--- config.mk ---
export PLATFORM = sky130hd
export DESIGN_NAME = link_frame_decoder
export DESIGN_NICKNAME = d
export VERILOG_FILES = /design/src/sv/lfd_pkg.sv /design/src/sv/link_frame_decoder.sv /design/src/sv/lfd_fifo.sv /design/src/sv/lfd_front.sv /design/src/sv/lfd_back.sv
export SDC_FILE = /design/constraint.sdc
export NUM_CORES = 1
export LEC_CHECK = 0
export BUFFER_PORTS_ARGS = -buffer_cell sky130_fd_sc_hd__buf_2
export CORE_MARGIN = 4
export CORE_UTILIZATION = 50
export CTS_CLUSTER_DIAMETER = 60
export CTS_CLUSTER_SIZE = 12
export DETAILED_ROUTE_END_ITERATION = 8
export PLACE_DENSITY = 0.72
export SLEW_MARGIN = 20
export SYNTH_ARGS = -nofsm -noshare
export SYNTH_HDL_FRONTEND = slang
export SYNTH_SLANG_ARGS = --single-unit
export TNS_END_PERCENT = 10
--- constraint.sdc ---
create_clock -name aclk -period 29.9 [get_ports aclk]
set_input_delay 5.98 -clock aclk [delete_from_list [all_inputs] [get_ports aclk]]
set_output_delay 5.98 -clock aclk [all_outputs]
set_load 0.01 [all_outputs]
--- src/sv/lfd_pkg.sv ---
// Shared types, constants and result codes for the link frame decoder.
// No dependencies.
package lfd_pkg;

    localparam int HEADER_BYTES = 36;
    localparam int CNT_W        = 17;
    localparam int IDX_W        = $clog2(HEADER_BYTES);
    localparam int QUEUE_DEPTH  = 2;
    localparam int PADDR_W      = 3;

    localparam logic [CNT_W-1:0] COUNT_MAX = '1;
    localparam logic [31:0]      CRC_POLY  = 32'hEDB88320;
    localparam logic [31:0]      CRC_INIT  = 32'hFFFFFFFF;

    localparam logic [7:0] MAGIC_0 = 8'h50;
    localparam logic [7:0] MAGIC_1 = 8'h4C;

    localparam int VER_OFF  = 2;
    localparam int TYPE_OFF = 3;
    localparam int SRC_OFF  = 4;
    localparam int DST_OFF  = 12;
    localparam int SVC_OFF  = 20;
    localparam int SEQ_OFF  = 24;
    localparam int PLEN_OFF = 28;
    localparam int CRC_OFF  = 32;

    localparam logic [2:0] ST_OK    = 3'd0;
    localparam logic [2:0] ST_SHORT = 3'd1;
    localparam logic [2:0] ST_MAGIC = 3'd2;
    localparam logic [2:0] ST_SIZE  = 3'd3;
    localparam logic [2:0] ST_CRC   = 3'd4;

    localparam logic REG_VERSION     = 1'b0;
    localparam logic REG_MAX_PAYLOAD = 1'b1;

    typedef struct packed {
        logic [7:0]       data;
        logic             last;
        logic             hdr_wr;
        logic [IDX_W-1:0] hdr_idx;
        logic [CNT_W-1:0] count;
    } lfd_entry_t;

    typedef struct packed {
        logic [7:0]  protocol_version;
        logic [15:0] max_payload;
    } lfd_cfg_t;

endpackage

--- src/sv/link_frame_decoder.sv ---
// Link frame decoder: takes a frame one byte per cycle while s_ready is high, s_frame_end
// on its last byte, and gives one result per frame: a status and the fields of its 36-byte
// little-endian header. The payload after the header is folded into a reflected CRC-32
// and is not passed out. The result for a frame goes through the two-entry byte queue
// and the evaluation stage ahead of the output register. Bytes keep flowing while a
// result waits; the back part holds only when a new frame has ended and the previous
// result is still not taken. Registers on the APB port: protocol_version at 0x0,
// max_payload at 0x4.
// Depends on lfd_pkg, lfd_front, lfd_fifo and lfd_back.
module link_frame_decoder import lfd_pkg::*; (
    input  logic               aclk,
    input  logic               aresetn,
    input  logic               psel,
    input  logic               penable,
    input  logic               pwrite,
    input  logic [PADDR_W-1:0] paddr,
    input  logic [31:0]        pwdata,
    output logic [31:0]        prdata,
    output logic               pready,
    input  logic               s_valid,
    output logic               s_ready,
    input  logic [7:0]         s_data_byte,
    input  logic               s_frame_end,
    output logic               m_valid,
    input  logic               m_ready,
    output logic [2:0]         m_status,
    output logic [7:0]         m_frame_type,
    output logic [63:0]        m_source_node,
    output logic [63:0]        m_target_node,
    output logic [31:0]        m_service_code,
    output logic [31:0]        m_sequence_number,
    output logic [15:0]        m_payload_length
);

    lfd_cfg_t   cfg_reg, cfg_next;
    logic       cfg_wr;
    logic       push_valid, q_full, pop, pop_valid;
    lfd_entry_t push_entry, pop_entry;

    assign pready = 1'b1;
    assign cfg_wr = psel && penable && pwrite && pready;

    always_comb begin
        cfg_next = cfg_reg;
        if (cfg_wr) begin
            case (paddr[2])
                REG_VERSION:     cfg_next.protocol_version = pwdata[7:0];
                REG_MAX_PAYLOAD: cfg_next.max_payload      = pwdata[15:0];
                default:         cfg_next = cfg_reg;
            endcase
        end
    end

    always_comb begin
        case (paddr[2])
            REG_VERSION:     prdata = {24'd0, cfg_reg.protocol_version};
            REG_MAX_PAYLOAD: prdata = {16'd0, cfg_reg.max_payload};
            default:         prdata = '0;
        endcase
    end

    always_ff @(posedge aclk) begin
        if (!aresetn) begin
            cfg_reg.protocol_version <= 8'd1;
            cfg_reg.max_payload      <= 16'd1024;
        end else begin
            cfg_reg <= cfg_next;
        end
    end

    lfd_front u_front (
        .aclk        (aclk),
        .aresetn     (aresetn),
        .s_valid     (s_valid),
        .s_data_byte (s_data_byte),
        .s_frame_end (s_frame_end),
        .s_ready     (s_ready),
        .q_full      (q_full),
        .push_valid  (push_valid),
        .push_entry  (push_entry)
    );

    lfd_fifo u_fifo (
        .aclk       (aclk),
        .aresetn    (aresetn),
        .push_valid (push_valid),
        .push_entry (push_entry),
        .full       (q_full),
        .pop        (pop),
        .pop_valid  (pop_valid),
        .pop_entry  (pop_entry)
    );

    lfd_back u_back (
        .aclk              (aclk),
        .aresetn           (aresetn),
        .cfg               (cfg_reg),
        .pop_valid         (pop_valid),
        .pop_entry         (pop_entry),
        .pop               (pop),
        .m_valid           (m_valid),
        .m_ready           (m_ready),
        .m_status          (m_status),
        .m_frame_type      (m_frame_type),
        .m_source_node     (m_source_node),
        .m_target_node     (m_target_node),
        .m_service_code    (m_service_code),
        .m_sequence_number (m_sequence_number),
        .m_payload_length  (m_payload_length)
    );

endmodule

--- src/sv/lfd_fifo.sv ---
// Short queue of classified bytes between the front and back parts.
// Depends on lfd_pkg.
module lfd_fifo import lfd_pkg::*; (
    input  logic       aclk,
    input  logic       aresetn,
    input  logic       push_valid,
    input  lfd_entry_t push_entry,
    output logic       full,
    input  logic       pop,
    output logic       pop_valid,
    output lfd_entry_t pop_entry
);

    localparam int PTR_W = $clog2(QUEUE_DEPTH);
    localparam int FILL_W = $clog2(QUEUE_DEPTH + 1);
    localparam logic [FILL_W-1:0] FILL_FULL = FILL_W'(QUEUE_DEPTH);

    lfd_entry_t        slot_reg [QUEUE_DEPTH];
    logic [PTR_W-1:0]  wr_ptr_reg, wr_ptr_next;
    logic [PTR_W-1:0]  rd_ptr_reg, rd_ptr_next;
    logic [FILL_W-1:0] fill_reg, fill_next;
    logic              do_push, do_pop;

    assign full      = (fill_reg == FILL_FULL);
    assign pop_valid = (fill_reg != '0);
    assign pop_entry = slot_reg[rd_ptr_reg];
    assign do_push   = push_valid && !full;
    assign do_pop    = pop && pop_valid;

    always_comb begin
        wr_ptr_next = do_push ? wr_ptr_reg + 1'b1 : wr_ptr_reg;
        rd_ptr_next = do_pop ? rd_ptr_reg + 1'b1 : rd_ptr_reg;
        fill_next   = fill_reg;
        if (do_push && !do_pop) begin
            fill_next = fill_reg + 1'b1;
        end else if (do_pop && !do_push) begin
            fill_next = fill_reg - 1'b1;
        end
    end

    always_ff @(posedge aclk) begin
        if (!aresetn) begin
            wr_ptr_reg <= '0;
            rd_ptr_reg <= '0;
            fill_reg   <= '0;
        end else begin
            wr_ptr_reg <= wr_ptr_next;
            rd_ptr_reg <= rd_ptr_next;
            fill_reg   <= fill_next;
        end
    end

    always_ff @(posedge aclk) begin
        if (do_push) begin
            slot_reg[wr_ptr_reg] <= push_entry;
        end
    end

endmodule

--- src/sv/lfd_front.sv ---
// Front part: accepts frame bytes, counts them and tags header or payload.
// Depends on lfd_pkg.
module lfd_front import lfd_pkg::*; (
    input  logic       aclk,
    input  logic       aresetn,
    input  logic       s_valid,
    input  logic [7:0] s_data_byte,
    input  logic       s_frame_end,
    output logic       s_ready,
    input  logic       q_full,
    output logic       push_valid,
    output lfd_entry_t push_entry
);

    logic [CNT_W-1:0] count_reg, count_next;
    logic [CNT_W-1:0] count_sat;
    logic             accept;

    assign s_ready    = !q_full;
    assign accept     = s_valid && s_ready;
    assign push_valid = accept;
    assign count_sat  = (count_reg == COUNT_MAX) ? count_reg : count_reg + 1'b1;

    always_comb begin
        push_entry.data    = s_data_byte;
        push_entry.last    = s_frame_end;
        push_entry.hdr_wr  = (count_reg < CNT_W'(HEADER_BYTES));
        push_entry.hdr_idx = count_reg[IDX_W-1:0];
        push_entry.count   = count_sat;
    end

    always_comb begin
        count_next = count_reg;
        if (accept) begin
            count_next = s_frame_end ? '0 : count_sat;
        end
    end

    always_ff @(posedge aclk) begin
        if (!aresetn) begin
            count_reg <= '0;
        end else begin
            count_reg <= count_next;
        end
    end

endmodule

--- src/sv/lfd_back.sv ---
// Back part: header capture, payload CRC-32, frame checks and result register.
// Depends on lfd_pkg.
module lfd_back import lfd_pkg::*; (
    input  logic        aclk,
    input  logic        aresetn,
    input  lfd_cfg_t    cfg,
    input  logic        pop_valid,
    input  lfd_entry_t  pop_entry,
    output logic        pop,
    output logic        m_valid,
    input  logic        m_ready,
    output logic [2:0]  m_status,
    output logic [7:0]  m_frame_type,
    output logic [63:0] m_source_node,
    output logic [63:0] m_target_node,
    output logic [31:0] m_service_code,
    output logic [31:0] m_sequence_number,
    output logic [15:0] m_payload_length
);

    function automatic logic [31:0] crc_byte(input logic [31:0] crc_in, input logic [7:0] b);
        logic [31:0] c;
        c = crc_in ^ {24'd0, b};
        for (int i = 0; i < 8; i++) begin
            c = c[0] ? ((c >> 1) ^ CRC_POLY) : (c >> 1);
        end
        return c;
    endfunction

    logic [7:0]       hdr_reg [HEADER_BYTES];
    logic [31:0]      crc_reg, crc_next;
    logic [31:0]      crc_done_reg;
    logic [CNT_W-1:0] count_done_reg;
    logic             pending_reg, pending_next;
    logic             m_valid_reg, m_valid_next;
    logic [2:0]       status_reg;
    logic [7:0]       type_reg;
    logic [63:0]      src_reg, dst_reg;
    logic [31:0]      svc_reg, seq_reg;
    logic [15:0]      plen_reg;

    logic             out_free, fire;
    logic [31:0]      crc_cur;
    logic [15:0]      plen;
    logic [31:0]      crc_hdr;
    logic [CNT_W-1:0] total;
    logic [2:0]       status;
    logic [63:0]      src, dst;
    logic [31:0]      svc, seq;

    assign out_free = !m_valid_reg || m_ready;
    assign fire     = pending_reg && out_free;
    assign pop      = pop_valid && (!pending_reg || out_free);
    assign crc_cur  = pop_entry.hdr_wr ? crc_reg : crc_byte(crc_reg, pop_entry.data);

    always_comb begin
        crc_next     = crc_reg;
        pending_next = fire ? 1'b0 : pending_reg;
        if (pop) begin
            crc_next = pop_entry.last ? CRC_INIT : crc_cur;
            if (pop_entry.last) begin
                pending_next = 1'b1;
            end
        end
        m_valid_next = fire ? 1'b1 : (m_ready ? 1'b0 : m_valid_reg);
    end

    always_comb begin
        plen    = {hdr_reg[PLEN_OFF + 1], hdr_reg[PLEN_OFF]};
        crc_hdr = {hdr_reg[CRC_OFF + 3], hdr_reg[CRC_OFF + 2],
                   hdr_reg[CRC_OFF + 1], hdr_reg[CRC_OFF]};
        total   = CNT_W'(HEADER_BYTES) + {{(CNT_W - 16){1'b0}}, plen};
        for (int k = 0; k < 8; k++) begin
            src[8*k +: 8] = hdr_reg[SRC_OFF + k];
            dst[8*k +: 8] = hdr_reg[DST_OFF + k];
        end
        for (int k = 0; k < 4; k++) begin
            svc[8*k +: 8] = hdr_reg[SVC_OFF + k];
            seq[8*k +: 8] = hdr_reg[SEQ_OFF + k];
        end
        if (count_done_reg < CNT_W'(HEADER_BYTES)) begin
            status = ST_SHORT;
        end else if (hdr_reg[0] != MAGIC_0 || hdr_reg[1] != MAGIC_1
                     || hdr_reg[VER_OFF] != cfg.protocol_version) begin
            status = ST_MAGIC;
        end else if (plen > cfg.max_payload || count_done_reg != total) begin
            status = ST_SIZE;
        end else if (~crc_done_reg != crc_hdr) begin
            status = ST_CRC;
        end else begin
            status = ST_OK;
        end
    end

    always_ff @(posedge aclk) begin
        if (!aresetn) begin
            crc_reg     <= CRC_INIT;
            pending_reg <= 1'b0;
            m_valid_reg <= 1'b0;
        end else begin
            crc_reg     <= crc_next;
            pending_reg <= pending_next;
            m_valid_reg <= m_valid_next;
        end
    end

    always_ff @(posedge aclk) begin
        if (pop && pop_entry.hdr_wr) begin
            hdr_reg[pop_entry.hdr_idx] <= pop_entry.data;
        end
        if (pop && pop_entry.last) begin
            crc_done_reg   <= crc_cur;
            count_done_reg <= pop_entry.count;
        end
        if (fire) begin
            status_reg <= status;
            if (status == ST_OK) begin
                type_reg <= hdr_reg[TYPE_OFF];
                src_reg  <= src;
                dst_reg  <= dst;
                svc_reg  <= svc;
                seq_reg  <= seq;
                plen_reg <= plen;
            end else begin
                type_reg <= '0;
                src_reg  <= '0;
                dst_reg  <= '0;
                svc_reg  <= '0;
                seq_reg  <= '0;
                plen_reg <= '0;
            end
        end
    end

    assign m_valid           = m_valid_reg;
    assign m_status          = status_reg;
    assign m_frame_type      = type_reg;
    assign m_source_node     = src_reg;
    assign m_target_node     = dst_reg;
    assign m_service_code    = svc_reg;
    assign m_sequence_number = seq_reg;
    assign m_payload_length  = plen_reg;

endmodule

Word-level counts from Yosys, hierarchy flattened
Memories as Yosys holds them, arrays and structs flattened. A register that Yosys moved wholly into a read port is not among the register bits.
Index checks and enable logic that the tools add are counted.
- $add $sub $neg: 6
- magnitude comparators: 3
- eq/ne operators: 7
- mux-type cells: 30
- bitwise operators: 11
- reduce and logical (&&, ||, !) cells: 52
- operators by type and width (cell ; number):
    32-bit two-way mux ; 10
    13-bit NOT with 14-bit output ; 8
    32-bit case mux with 2 select lines ; 1
    17-bit by 6-bit less-than comparator with 1-bit output (second input constant) ; 2
    17-bit two-way mux ; 2
    32-bit inequality test ; 1
    32-bit NOT ; 1
    32-bit by 8-bit bitwise XOR with 32-bit output ; 1
    1-bit logical NOT ; 30
    17-bit by 1-bit adder with 17-bit output (second input constant) ; 1
    6-bit by 16-bit adder with 17-bit output (first input constant) ; 1
    17-bit equality test (second input constant) ; 1
    17-bit inequality test ; 1
    16-bit > comparator ; 1
    8-bit by 7-bit inequality test with 1-bit output (second input constant) ; 2
    3-bit two-way mux ; 4
    1-bit logical AND ; 11
    1-bit two-way mux ; 11
    8-bit inequality test ; 1
    2-bit nonzero test ; 3
    1-bit logical OR ; 5
    2-bit two-way mux ; 2
    2-bit AND reduction ; 2
    3-bit logical NOT ; 1
    5 further kinds ; 6
- flip-flop bits (word level): 147
- RAM bits: 354
- bits of input ports: 51
- logic and storage cells: 124
- memories: 2
- memory list (memory ; depth ; bits a word ; rd ports ; clocked after Yosys merged registers in ; wr ports ; RTL line ; source):
    u_back.hdr_reg ; 36 ; 8 ; 34 ; 25 ; 1 ; lfd_back.sv:30 ; logic [7:0] hdr_reg [HEADER_BYTES];
    u_fifo.slot_reg ; 2 ; 33 ; 1 ; 1 ; 1 ; lfd_fifo.sv:18 ; lfd_entry_t slot_reg [QUEUE_DEPTH];

Depth between registers and ports, before layout
- depth in word-level cells: 19
- depth in mapped cells: 11
- mapped depth without buffers: 9

By module
From an unflattened synthesis, not the netlist that was laid out.
- cells, all modules: 1785
- area total of the unflattened synthesis: 27587.7 µm²
- modules (own cells, without submodules) (module ; instances ; cells an instance ; area an instance (µm²) ; seq. area each (µm²)):
    lfd_back ; 1 ; 1357 ; 22336.4 ; 16896.2
    lfd_fifo ; 1 ; 128 ; 2610.0 ; 2082.0
    lfd_front ; 1 ; 165 ; 1390.1 ; 340.3
    link_frame_decoder ; 1 ; 135 ; 1251.2 ; 480.5

Worst setup path before layout
Ideal clock, no wire load.
- path type: in2reg
- from: input m_ready
- to: register u_back.type_reg[0], in the netlist u_back.m_frame_type[0] (read register of u_back.hdr_reg), enable pin
- arrival time: 15.721 ns
- required time: 29.071 ns
- path slack: 13.351 ns
- cell stages on the path: 2
- buffers on the path: 0
- cells stage by stage: nor2b_1 -> nor2b_1
- longest elaborated chain between the ends: 2
- ends and longest elaborated chain (element ; RTL line ; source):
    start: declaration ; link_frame_decoder.sv:25 ; input logic m_ready,
    1-bit logical OR ; lfd_back.sv:51 ; assign out_free = !m_valid_reg || m_ready;
    1-bit logical AND ; lfd_back.sv:52 ; assign fire = pending_reg && out_free;
    net u_back.fire ; lfd_back.sv:42 ; logic out_free, fire;
    end: declaration ; lfd_back.sv:37 ; logic [7:0] type_reg;
The timed path passes the listed nets, and every way through them passes these cells.
A chain may end at the register's enable or synchronous reset.

Worst setup path after layout
- from: input paddr[2]
- to: output prdata[11]
- longest elaborated chain between the ends: 2
- ends and longest elaborated chain (element ; RTL line ; source):
    start: declaration ; link_frame_decoder.sv:16 ; input logic [PADDR_W-1:0] paddr,
    1-bit NOT (no line) ; n/a ;
    32-bit case mux with 2 select lines (*) ; link_frame_decoder.sv:55 ; case (paddr[2])
    end: declaration ; link_frame_decoder.sv:18 ; output logic [31:0] prdata,
Every way passes the cells marked *; elsewhere a longest branch is shown, timed or not. The select of a mux whose other input is x is not followed.

==> results_dict.tcl <==
set metrics [dict create \
    dp_cells 2642 \
    tns_ns 0 \
    post_drt_wl_per_cell_um 21.3 \
    layout_commonest_cell "edfxtp_1" \
    layout-drive-gt1-share 0.206 \
    core_area_sq_um 53000 \
    max_stage_delay_ns 0.29 \
    yosysWarnings 0 \
    ys_async_sr_fraction 0 \
    crit_top_cell "buf_2" \
    grt_max_degree 156 \
    hold_buffers 0 \
    largest_reg_flops 272 \
    drt-initial-drc-count 1384 \
    mappedNetlistArea_sq_um 27000 \
    cts.path.max_buffers 3 \
    drc_errors 0 \
    p_per_area_nw_per_um2 83.0 \
    syn_inst 1774 \
    grt_overflow_total 0 \
    ys_seq_elements 686 \
    dp_hpwl_mm 36.1 \
    drtAntennaViolNets 0 \
    fin_nets 2096 \
    final_cells 2749 \
    numPortBuffers 269 \
    ys_seq_area_frac 0.733 \
    fmax_mhz 78.2 \
    worst-setup-path-type "in -> out" \
    crit_fanout 11 \
    die_area_sq_um 57800 \
    antenna_found_initial 1 \
    cts_buffers 69 \
    holdWs_ns 0.458 \
    status "finished, final reports clean" \
    num_io_pins 305 \
    drt-met1-wl_mm 25.1 \
    die_h_um 240 \
    synth_edf_count 606 \
    peakVddDrop_mv 0.0627 \
    syn2layout_area_growth_pct 14.3 \
    clock_sinks 686 \
    rows 84 \
    setup_viol 0 \
    rsz0062_at_grt "false" \
    grt_pass1_vias 14700 \
    clk_pin_slew_ns 0.06 \
    cts-resized-gates 0 \
    end_kind "output pin" \
    path_cells "buf_2 -> clkinv_1 -> nor2_1 -> buf_2" \
    route.met2.wl_mm 28.4 \
    dr_total_vias 15700 \
    min_period_over_period 0.428 \
    fin_crit_ns 12.79 \
    met3_length_mm 4.11 \
    htree_levels 3 \
    wirelength_mm 58.6 \
    synth.distinct_cells 58 \
    syn_avg_cell_area_sq_um 15.2 \
    die_x_um 240 \
    max_slew.worst_pin.slew_ns 1.10 \
    post_cts_buffers 0 \
    cts_tree "done" \
    grt_pass1_wl_mm 87.6 \
    cp-start-kind "input pin" \
    insertion_delay_ns 0.59 \
    drv_cap 0 \
    worstPathArrival_ns 6.81 \
    fin_skew_ns 0.0223 \
    required_ns 23.92 \
    leakage_nw 11.0 \
    fillers 3994 \
    slew_viol_final 0 \
    top_layer "met4" \
    clock-root-buffer "clkbuf_16" \
    drt_first_pass_iters 5 \
    hold_class "reg -> reg" \
    start_util 0.510 \
    via_per_inst 5.69 \
    layout_common_cells "edfxtp_1 (606), buf_2 (269), and4_1 (219)" \
    gp_congestion 0.865 \
    cpMaxStageDelayCell "clkinv_1" \
    finalHoldViolations 0 \
    maxSlewHeadroom 0.265 \
    grtUsageTotal 0.198 \
    synth_top_flop_cell "edfxtp_1" \
]
## critical path, delay by kind of cell
kind,cells,cell delay [ns]
buffers and inverters,3,0.65
and+or+nand+nor,1,0.17
## cell families (layout without fill, tap and decap cells)
logic type      Yosys count  count (layout)  share of synthesized area
mux                      43              43                     0.0177
xor+xnor                151             151                     0.0521
flops                   686             686                      0.733
other cells               2              18                   0.000278
compound gates          151             151                     0.0331
fa+ha+maj                19              19                    0.00881
buf+inv                 154             425                     0.0254
simple gates            568             568                      0.129
## power by group
group	internal [mW]	total, mW	switching (mW)	leakage [nW]
Sequential	1.20	1.24	0.0441	6.15
Clock	0.436	0.770	0.334	0.949
Combinational	0.184	0.549	0.365	3.85
Total	1.82	2.56	0.744	11.0
## synth_stat cells (6+ instances only)
cell type | instances | share of area
nand2_1 | 158 | 0.022
a21oi_1 | 50 | 0.0093
nor3_1 | 6 | 0.0011
clkbuf_1 | 78 | 0.011
and2_1 | 7 | 0.0016
nor2_1 | 81 | 0.011
mux2i_1 | 6 | 0.0022
edfxtp_1 | 606 | 0.67
nor4_1 | 16 | 0.0037
o211ai_1 | 18 | 0.0050
xor2_1 | 36 | 0.012
nand4_1 | 17 | 0.0039
and3_1 | 11 | 0.0025
clkbuf_2 | 18 | 0.0033
dfxtp_1 | 80 | 0.059
ha_1 | 19 | 0.0088
and4_1 | 219 | 0.071
o21ai_0 | 44 | 0.0082
buf_4 | 19 | 0.0053
xnor2_1 | 107 | 0.035
nor2b_1 | 7 | 0.0016
inv_1 | 27 | 0.0038
nand3_1 | 28 | 0.0052
a31oi_1 | 6 | 0.0014
or3_1 | 6 | 0.0014
mux2_2 | 37 | 0.015
## final timing paths
| kind | start | to | slack (ns) | cells after the start |
|---|---|---|---|---|
| worst max-delay path | paddr[2] | prdata[11] | 17.11 | 4 |
| worst min-delay path | cfg_reg[11] | cfg_reg[11] | 0.46 | 2 |
| worst max register to register | u_back.hdr_reg[28][2] | u_back.m_frame_type[5] | 25.37 | 10 |
| worst min register to register | cfg_reg[11] | cfg_reg[11] | 0.46 | 2 |
## per-layer routing
metal / global-route usage / up-vias
met5: 0 / -
met4: 0.0549 / 0
met3: 0.0307 / 79
met2: 0.320 / 610
met1: 0.283 / 7745
li1: - / 7218
## through the flow
step | utilization | area, sq um | power (mW) | worst slack [ns]
after CTS | 0.582 | 30800 | 2.58 | 17.12
after floorplan | - | 27100 | 1.64 | 13.35
after detailed placement | 0.545 | 28900 | 1.81 | 17.12
after global placement | 0.545 | 28900 | 1.80 | 17.17
after global routing | 0.583 | 30900 | 2.68 | 16.99
final | 0.583 | 30900 | 2.56 | 17.11
## area by class of cell
cell class | instances | area [sq um] | area share
Clock buffer | 93 | 1830 | 0.0592
Clock inverter | 12 | 128 | 0.00414
Sequential cell | 686 | 19800 | 0.642
Timing Repair Buffer | 291 | 1530 | 0.0496
Multi-Input combinational cell | 949 | 6610 | 0.214
Antenna cell | 1 | 2.50 | 0.0000811
Inverter | 29 | 109 | 0.00353
Tap cell | 688 | 861 | 0.0279
Note: power is estimated with default switching activity, not from simulation.
